--- src/rtl/mmu_pkg.sv ---
// Shared types and constants for the matrix multiply unit.
// No dependencies; used by every file in rtl/.
package mmu_pkg;

  localparam int IDX_W  = 3;
  localparam int DIM_W  = 4;
  localparam int Q_W    = 16;
  localparam int PROD_W = 32;
  localparam int ACC_W  = 40;
  localparam int FRAC_W = 12;
  localparam int CFG_IDX_W = 2;

  localparam logic [DIM_W-1:0] DIM_RESET = 4'd8;

  localparam logic [CFG_IDX_W-1:0] CFG_ROWS_A     = 2'd0;
  localparam logic [CFG_IDX_W-1:0] CFG_INNER_SIZE = 2'd1;
  localparam logic [CFG_IDX_W-1:0] CFG_COLS_B     = 2'd2;

  localparam logic [1:0] CMD_LOAD_A  = 2'd0;
  localparam logic [1:0] CMD_LOAD_B  = 2'd1;
  localparam logic [1:0] CMD_COMPUTE = 2'd2;

  typedef enum logic [1:0] {
    ST_IDLE,
    ST_ISSUE,
    ST_WAIT,
    ST_EMIT
  } state_t;

  typedef struct packed {
    logic valid;
    logic first;
    logic last;
  } mac_ctrl_t;

endpackage

--- src/rtl/matrix_multiply_unit.sv ---
// Matrix multiply unit top level: element stores, sequencer, output register.
// Depends on mmu_pkg and mmu_mac.
//
//   channel | handshake          | payload
//   in      | in_valid/in_stall  | command, row_index, col_index, element_value
//   out     | out_valid/out_stall| product_value, out_row, out_col, saturated, last
//   cfg     | cfg_write          | cfg_index, cfg_data
//
// Each result element streams k terms through the single shared multiplier,
// then passes the store read, multiply and accumulate registers and the
// output register. Synchronous active-high reset clears control and sets
// dimensions to 8. in_stall is high for the whole compute; a stalled output
// holds the sequencer.
module matrix_multiply_unit #(
  parameter int MAX_DIM = 8
) (
  input  logic                                  clk,
  input  logic                                  rst,
  input  logic                                  cfg_write,
  input  logic [mmu_pkg::CFG_IDX_W-1:0]         cfg_index,
  input  logic [mmu_pkg::DIM_W-1:0]             cfg_data,
  input  logic                                  in_valid,
  output logic                                  in_stall,
  input  logic [1:0]                            command,
  input  logic [mmu_pkg::IDX_W-1:0]             row_index,
  input  logic [mmu_pkg::IDX_W-1:0]             col_index,
  input  logic signed [mmu_pkg::Q_W-1:0]        element_value,
  output logic                                  out_valid,
  input  logic                                  out_stall,
  output logic signed [mmu_pkg::Q_W-1:0]        product_value,
  output logic [mmu_pkg::IDX_W-1:0]             out_row,
  output logic [mmu_pkg::IDX_W-1:0]             out_col,
  output logic                                  saturated,
  output logic                                  last
);

  localparam int DEPTH   = MAX_DIM * MAX_DIM;
  localparam int ADDR_W  = (DEPTH > 1) ? $clog2(DEPTH) : 1;

  logic [mmu_pkg::DIM_W-1:0] rows_a;
  logic [mmu_pkg::DIM_W-1:0] inner_size;
  logic [mmu_pkg::DIM_W-1:0] cols_b;

  logic [mmu_pkg::Q_W-1:0] mem_a [DEPTH];
  logic [mmu_pkg::Q_W-1:0] mem_b [DEPTH];
  logic signed [mmu_pkg::Q_W-1:0] rd_a;
  logic signed [mmu_pkg::Q_W-1:0] rd_b;

  mmu_pkg::state_t state, state_next;

  logic [mmu_pkg::IDX_W-1:0] m_lim, k_lim, n_lim;
  logic [mmu_pkg::IDX_W-1:0] r, c, i;

  logic                      in_xfer;
  logic                      load_ok;
  logic [ADDR_W-1:0]         wr_addr;
  logic                      we_a, we_b;
  logic                      start;
  logic                      issue;
  logic                      out_free;
  logic                      out_load;
  logic                      at_last_elem;
  logic [ADDR_W-1:0]         ra_addr, rb_addr;
  mmu_pkg::mac_ctrl_t        ctrl_issue, ctrl_rd;

  logic                              mac_done;
  logic signed [mmu_pkg::Q_W-1:0]    mac_result;
  logic                              mac_sat;

  function automatic logic [mmu_pkg::IDX_W-1:0] dim_lim(input logic [mmu_pkg::DIM_W-1:0] v);
    logic [mmu_pkg::IDX_W-1:0] res;
    if (v == '0) begin
      res = '0;
    end else if (v > mmu_pkg::DIM_W'(MAX_DIM)) begin
      res = mmu_pkg::IDX_W'(MAX_DIM - 1);
    end else begin
      res = mmu_pkg::IDX_W'(v - 1'b1);
    end
    return res;
  endfunction

  // configuration registers
  always_ff @(posedge clk) begin
    if (rst) begin
      rows_a     <= mmu_pkg::DIM_RESET;
      inner_size <= mmu_pkg::DIM_RESET;
      cols_b     <= mmu_pkg::DIM_RESET;
    end else if (cfg_write) begin
      case (cfg_index)
        mmu_pkg::CFG_ROWS_A:     rows_a     <= cfg_data;
        mmu_pkg::CFG_INNER_SIZE: inner_size <= cfg_data;
        mmu_pkg::CFG_COLS_B:     cols_b     <= cfg_data;
        default: ;
      endcase
    end
  end

  assign in_xfer = in_valid & ~in_stall;
  assign load_ok = ({1'b0, row_index} < (mmu_pkg::IDX_W+1)'(MAX_DIM)) &&
                   ({1'b0, col_index} < (mmu_pkg::IDX_W+1)'(MAX_DIM));
  assign wr_addr = ADDR_W'(row_index * MAX_DIM + col_index);
  assign we_a    = in_xfer & load_ok & (command == mmu_pkg::CMD_LOAD_A);
  assign we_b    = in_xfer & load_ok & (command == mmu_pkg::CMD_LOAD_B);
  assign start   = in_xfer & (command == mmu_pkg::CMD_COMPUTE);

  assign ra_addr = ADDR_W'(r * MAX_DIM + i);
  assign rb_addr = ADDR_W'(i * MAX_DIM + c);

  // element stores
  always_ff @(posedge clk) begin
    if (we_a) begin
      mem_a[wr_addr] <= element_value;
    end
    rd_a <= mem_a[ra_addr];
  end

  always_ff @(posedge clk) begin
    if (we_b) begin
      mem_b[wr_addr] <= element_value;
    end
    rd_b <= mem_b[rb_addr];
  end

  always_ff @(posedge clk) begin
    if (rst) begin
      ctrl_rd <= '0;
    end else begin
      ctrl_rd <= ctrl_issue;
    end
  end

  mmu_mac u_mac (
    .clk    (clk),
    .rst    (rst),
    .ctrl   (ctrl_rd),
    .a      (rd_a),
    .b      (rd_b),
    .done   (mac_done),
    .result (mac_result),
    .sat    (mac_sat)
  );

  assign out_free     = ~out_valid | ~out_stall;
  assign at_last_elem = (r == m_lim) && (c == n_lim);

  // next state
  always_comb begin
    state_next = state;
    case (state)
      mmu_pkg::ST_IDLE:  if (start) state_next = mmu_pkg::ST_ISSUE;
      mmu_pkg::ST_ISSUE: if (i == k_lim) state_next = mmu_pkg::ST_WAIT;
      mmu_pkg::ST_WAIT:  if (mac_done) state_next = mmu_pkg::ST_EMIT;
      mmu_pkg::ST_EMIT: begin
        if (out_free) begin
          state_next = at_last_elem ? mmu_pkg::ST_IDLE : mmu_pkg::ST_ISSUE;
        end
      end
      default: state_next = mmu_pkg::ST_IDLE;
    endcase
  end

  // outputs of the sequencer
  always_comb begin
    in_stall         = 1'b1;
    issue            = 1'b0;
    out_load         = 1'b0;
    case (state)
      mmu_pkg::ST_IDLE:  in_stall = 1'b0;
      mmu_pkg::ST_ISSUE: issue    = 1'b1;
      mmu_pkg::ST_WAIT:  ;
      mmu_pkg::ST_EMIT:  out_load = out_free;
      default: ;
    endcase
    ctrl_issue.valid = issue;
    ctrl_issue.first = (i == '0);
    ctrl_issue.last  = (i == k_lim);
  end

  always_ff @(posedge clk) begin
    if (rst) begin
      state <= mmu_pkg::ST_IDLE;
    end else begin
      state <= state_next;
    end
  end

  // loop counters
  always_ff @(posedge clk) begin
    if (start) begin
      m_lim <= dim_lim(rows_a);
      k_lim <= dim_lim(inner_size);
      n_lim <= dim_lim(cols_b);
      r     <= '0;
      c     <= '0;
      i     <= '0;
    end else if (issue) begin
      i <= (i == k_lim) ? '0 : i + 1'b1;
    end else if (out_load && !at_last_elem) begin
      if (c == n_lim) begin
        c <= '0;
        r <= r + 1'b1;
      end else begin
        c <= c + 1'b1;
      end
    end
  end

  // output register
  always_ff @(posedge clk) begin
    if (rst) begin
      out_valid <= 1'b0;
    end else if (out_load) begin
      out_valid <= 1'b1;
    end else if (!out_stall) begin
      out_valid <= 1'b0;
    end
  end

  always_ff @(posedge clk) begin
    if (out_load) begin
      product_value <= mac_result;
      saturated     <= mac_sat;
      out_row       <= r;
      out_col       <= c;
      last          <= at_last_elem;
    end
  end

endmodule

--- src/rtl/mmu_mac.sv ---
// Shared multiply-accumulate unit: registered multiply, 40-bit accumulate,
// Q4.12 truncation and saturation. Depends on mmu_pkg.
module mmu_mac (
  input  logic                                clk,
  input  logic                                rst,
  input  mmu_pkg::mac_ctrl_t                  ctrl,
  input  logic signed [mmu_pkg::Q_W-1:0]      a,
  input  logic signed [mmu_pkg::Q_W-1:0]      b,
  output logic                                done,
  output logic signed [mmu_pkg::Q_W-1:0]      result,
  output logic                                sat
);

  mmu_pkg::mac_ctrl_t                   ctrl_p;
  logic signed [mmu_pkg::PROD_W-1:0]    prod;
  logic signed [mmu_pkg::ACC_W-1:0]     acc;
  logic signed [mmu_pkg::ACC_W-1:0]     prod_ext;
  logic                                 over_hi;
  logic                                 over_lo;

  always_ff @(posedge clk) begin
    if (rst) begin
      ctrl_p <= '0;
      done   <= 1'b0;
    end else begin
      ctrl_p <= ctrl;
      done   <= ctrl_p.valid & ctrl_p.last;
    end
  end

  always_ff @(posedge clk) begin
    prod <= a * b;
    if (ctrl_p.valid) begin
      acc <= ctrl_p.first ? prod_ext : acc + prod_ext;
    end
  end

  assign prod_ext = {{(mmu_pkg::ACC_W-mmu_pkg::PROD_W){prod[mmu_pkg::PROD_W-1]}}, prod};

  // floor(acc / 4096) is acc[39:12]; it fits in Q4.12 when acc[39:27] is all one sign
  assign over_hi = ~acc[mmu_pkg::ACC_W-1] &
                   (|acc[mmu_pkg::ACC_W-2:mmu_pkg::FRAC_W+mmu_pkg::Q_W-1]);
  assign over_lo = acc[mmu_pkg::ACC_W-1] &
                   ~(&acc[mmu_pkg::ACC_W-2:mmu_pkg::FRAC_W+mmu_pkg::Q_W-1]);
  assign sat     = over_hi | over_lo;

  always_comb begin
    if (over_hi) begin
      result = 16'sh7fff;
    end else if (over_lo) begin
      result = -16'sh8000;
    end else begin
      result = acc[mmu_pkg::FRAC_W+mmu_pkg::Q_W-1:mmu_pkg::FRAC_W];
    end
  end

endmodule

--- config.mk ---
export PLATFORM = sky130hd
export DESIGN_NAME = matrix_multiply_unit
export DESIGN_NICKNAME = d
export VERILOG_FILES = /design/src/rtl/mmu_pkg.sv /design/src/rtl/matrix_multiply_unit.sv /design/src/rtl/mmu_mac.sv
export SDC_FILE = /design/constraint.sdc
export NUM_CORES = 2
export LEC_CHECK = 0
export BUFFER_PORTS_ARGS = -buffer_cell sky130_fd_sc_hd__buf_4
export CAP_MARGIN = 10
export CORE_MARGIN = 2
export CORE_UTILIZATION = 52
export CTS_CLUSTER_SIZE = 30
export DETAILED_ROUTE_END_ITERATION = 8
export HOLD_SLACK_MARGIN = 0.02
export PLACE_DENSITY = 0.79
export SYNTH_ARGS = -nofsm -noshare
export SYNTH_HDL_FRONTEND = slang
export SYNTH_SLANG_ARGS = --single-unit
--- constraint.sdc ---
create_clock -name clk -period 6.3 [get_ports clk]
set_clock_uncertainty 0.1 [all_clocks]
set_input_delay 0.945 -clock clk [delete_from_list [all_inputs] [get_ports clk]]
set_output_delay 0.945 -clock clk [all_outputs]
set_load 0.005 [all_outputs]
==> flow_metrics.py <==
metrics = {
    "outcome": {
        "run_status": "finished, final reports clean",
    },
    "synth": {
        "synth-edff-count": 2121,
        "yosysTopAreaCell": "edfxtp_1",
        "yosysMostFrequentCell": "edfxtp_1",
        "synth.top_cell.area_share": 0.668,
        "ys_seq_area_frac": 0.688,
        "synth_area_leaders": "edfxtp_1 67%, mux4_2 16%, fa_1 5.5%, dfxtp_1 2.0%, ha_1 1.7%",
        "synthArstFlopShare": 0,
        "syn_area_per_cell_um2": 19.8,
        "synth_fp_nets": 5252,
        "ys_types": 64,
        "synthFlopType": "edfxtp_1",
        "synth_common_cells": "2121 x edfxtp_1, 668 x mux4_2, 329 x inv_1",
        "synth-seq-cells": 2216,
        "syn_inst": 4821,
        "yosysWarnings": 0,
        "synth_area_um2": 95400,
    },
    "finish": {
        "fin_nets": 5511,
        "post_route_cells_drive_above_1_share": 0.244,
        "fillerInstances": 12600,
        "area_delta_synth_final_pct": 11.7,
    },
    "clocking": {
        "clockRootBuffer": "clkbuf_16",
        "clock_path_buffers": 3,
        "htreeDepth": 4,
        "cts_buffers": 209,
        "clk_latency_ns": 0.85,
        "cts.sink_count": 2216,
        "path_clk_slew_ns": 0.06,
        "cts_tree": "done",
    },
    "detailed_routing": {
        "routed_wl_um": 230000,
        "ant_nets": 0,
        "first_pass_iters": 6,
        "drc": 0,
        "drtIter0Drc": 7037,
        "wire_per_inst_um": 30.1,
        "vias": 48200,
        "viasPerCell": 6.30,
    },
    "setup_path": {
        "cpMostUsedCell": "fa_1",
        "max_stage_delay_ns": 0.58,
        "path_delay_family": "adder cells",
        "crit_slowest_cell": "fa_1",
        "crit_path_end_kind": "register",
        "arrival_ns": 6.74,
        "crit_path_cell_trace": "buf_4 -> nand2_1 -> fa_1 -> inv_1 -> fa_1 -> fa_1 -> fa_1 -> fa_1 -> inv_1 -> fa_1 -> inv_1 -> ha_1 -> a21o_1 -> a21o_1 -> a21oi_1 -> o311ai_1 -> a31oi_1 -> buf_4 -> o21ai_2 -> a221oi_2 -> o21bai_1 -> a21oi_1 -> xnor2_1",
        "critPathKind": "register to register",
        "startpoint_type": "register",
        "crit_required_ns": 6.98,
        "worst-path-buf-inv": 5,
        "crit_fanout": 11,
    },
    "floorplanning": {
        "core-area_um2": 183000,
        "start_util": 0.522,
        "chipHeight_um": 432,
        "die_area_um2": 187000,
        "io_pins": 61,
        "rows": 157,
        "die_w_um": 432,
    },
    "global_route": {
        "use_met2": 0.392,
        "gr-usage-met1": 0.344,
        "top_usage_layer": "met2",
        "grt_pass1_wl_um": 338000,
        "grt_use_met3": 0.0508,
        "grt_max_degree": 153,
        "antenna_found_initial": 18,
        "grt_usage": 0.249,
        "gr-total-overflow": 0,
        "grt_pass1_vias": 49400,
    },
    "placed_design": {
        "portBuffers": 60,
        "gp_congestion": 0.869,
        "dpl_worst_slack_ns": 0.0875,
        "dp.final_hpwl_um": 132000,
    },
    "sta": {
        "period_share": 0.963,
        "tightest_slew_ns": 1.30,
        "drv_slew": 0,
        "hold_violations": 0,
        "setup_viol": 0,
        "relSlewSlack": 0.132,
        "setup_ws_ns": 0.235,
        "fmax_mhz": 165,
        "finalHoldWorstSlack_ns": 0.201,
        "rsz0062_at_grt": "yes",
        "fin_crit_ns": 6.07,
    },
    "hold_path": {
        "min-delay-path-class": "input port to register",
    },
    "flow_run": {
        "maxCapViolations": 0,
    },
}
-- layer usage --
layer / up-vias / part of all wire
met2: 3241 / 0.48
met3: 504 / 0.11
met4: 16 / 0.040
met1: 25000 / 0.37
li1: 19500 / -
met5: - / 0.00049
-- per-stage QoR --
stage	area [um^2]	utilization	std cells	setup TNS, ns
after floorplan	95400	-	4821	0
after global placement	99600	0.545	7253	0
after detailed placement	99600	0.545	7253	0
after CTS	106000	0.583	7647	0
after global routing	106000	0.583	7652	-0.00829
final	106000	0.583	7654	0
-- what timing repair did --
action	4_1_cts	5_1_grt
hold buffers	0	0
gates resized for setup	0	14
endpoints found under the hold margin	0	0
endpoints found under the setup margin	0	6
setup buffers	0	1
-- state kept, by name (all words and copies together) (netlist names), 4 cells and up --
name and count:
mem_a 1024, mem_b 1024, u_mac.acc 40, u_mac.prod 32, product_value 16, rd_a 16, rd_b 16, cols_b 4
inner_size 4, rows_a 4
-- cells by family after synthesis --
logic type,share of synthesized area
AND/OR/NAND/NOR,0.0319
flip-flops,0.688
adder cells (fa/ha/maj),0.0727
AO/OA/AOI/OAI,0.0171
buffers and inverters,0.0228
XOR/XNOR,0.00726
multiplexers,0.160
-- placed cells by master, fill, tap and decap left out, types with 20 or more instances in the layout --
cell       instances
a21o_1            43
a21oi_1           61
clkbuf_1          37
clkbuf_16        209
nand3_1           20
o21ai_0           55
ha_1             132
mux4_2           668
clkinv_2          35
o21ai_1           21
xnor2_1           54
buf_4            248
fa_1             262
edfxtp_1        2121
bufinv_16         21
inv_1            328
nand2_1          202
nor2_1           178
dfxtp_1           77
clkinv_1          57
xor2_1            25
and2_1           128
-- layout make-up --
type | count | area [um^2] | share of cell area
clock buffers | 248 | 5400 | 0.0507
well taps | 2385 | 2980 | 0.0280
repair buffers | 261 | 2110 | 0.0198
diodes | 6 | 15.0 | 0.000141
flip-flops and latches | 2216 | 65600 | 0.616
multi-input cells | 2061 | 27700 | 0.260
inverters | 331 | 1240 | 0.0117
clock inverters | 146 | 1440 | 0.0135
-- path summary, 6_finish.rpt --
kind | slack [ns] | from | cells past startpoint | end
setup / recovery | 0.23 | rd_a[4] | 23 | u_mac.prod[30]
hold / removal | 0.20 | cfg_data[3] | 2 | rows_a[3]
setup reg to reg | 0.23 | rd_a[4] | 23 | u_mac.prod[30]
hold reg to reg | 0.32 | u_mac.ctrl_p[0] | 2 | u_mac.done
Power is left out: the tool's default activity adds up to more than one toggle a clock period on the data nets, which glitch-free logic cannot reach.
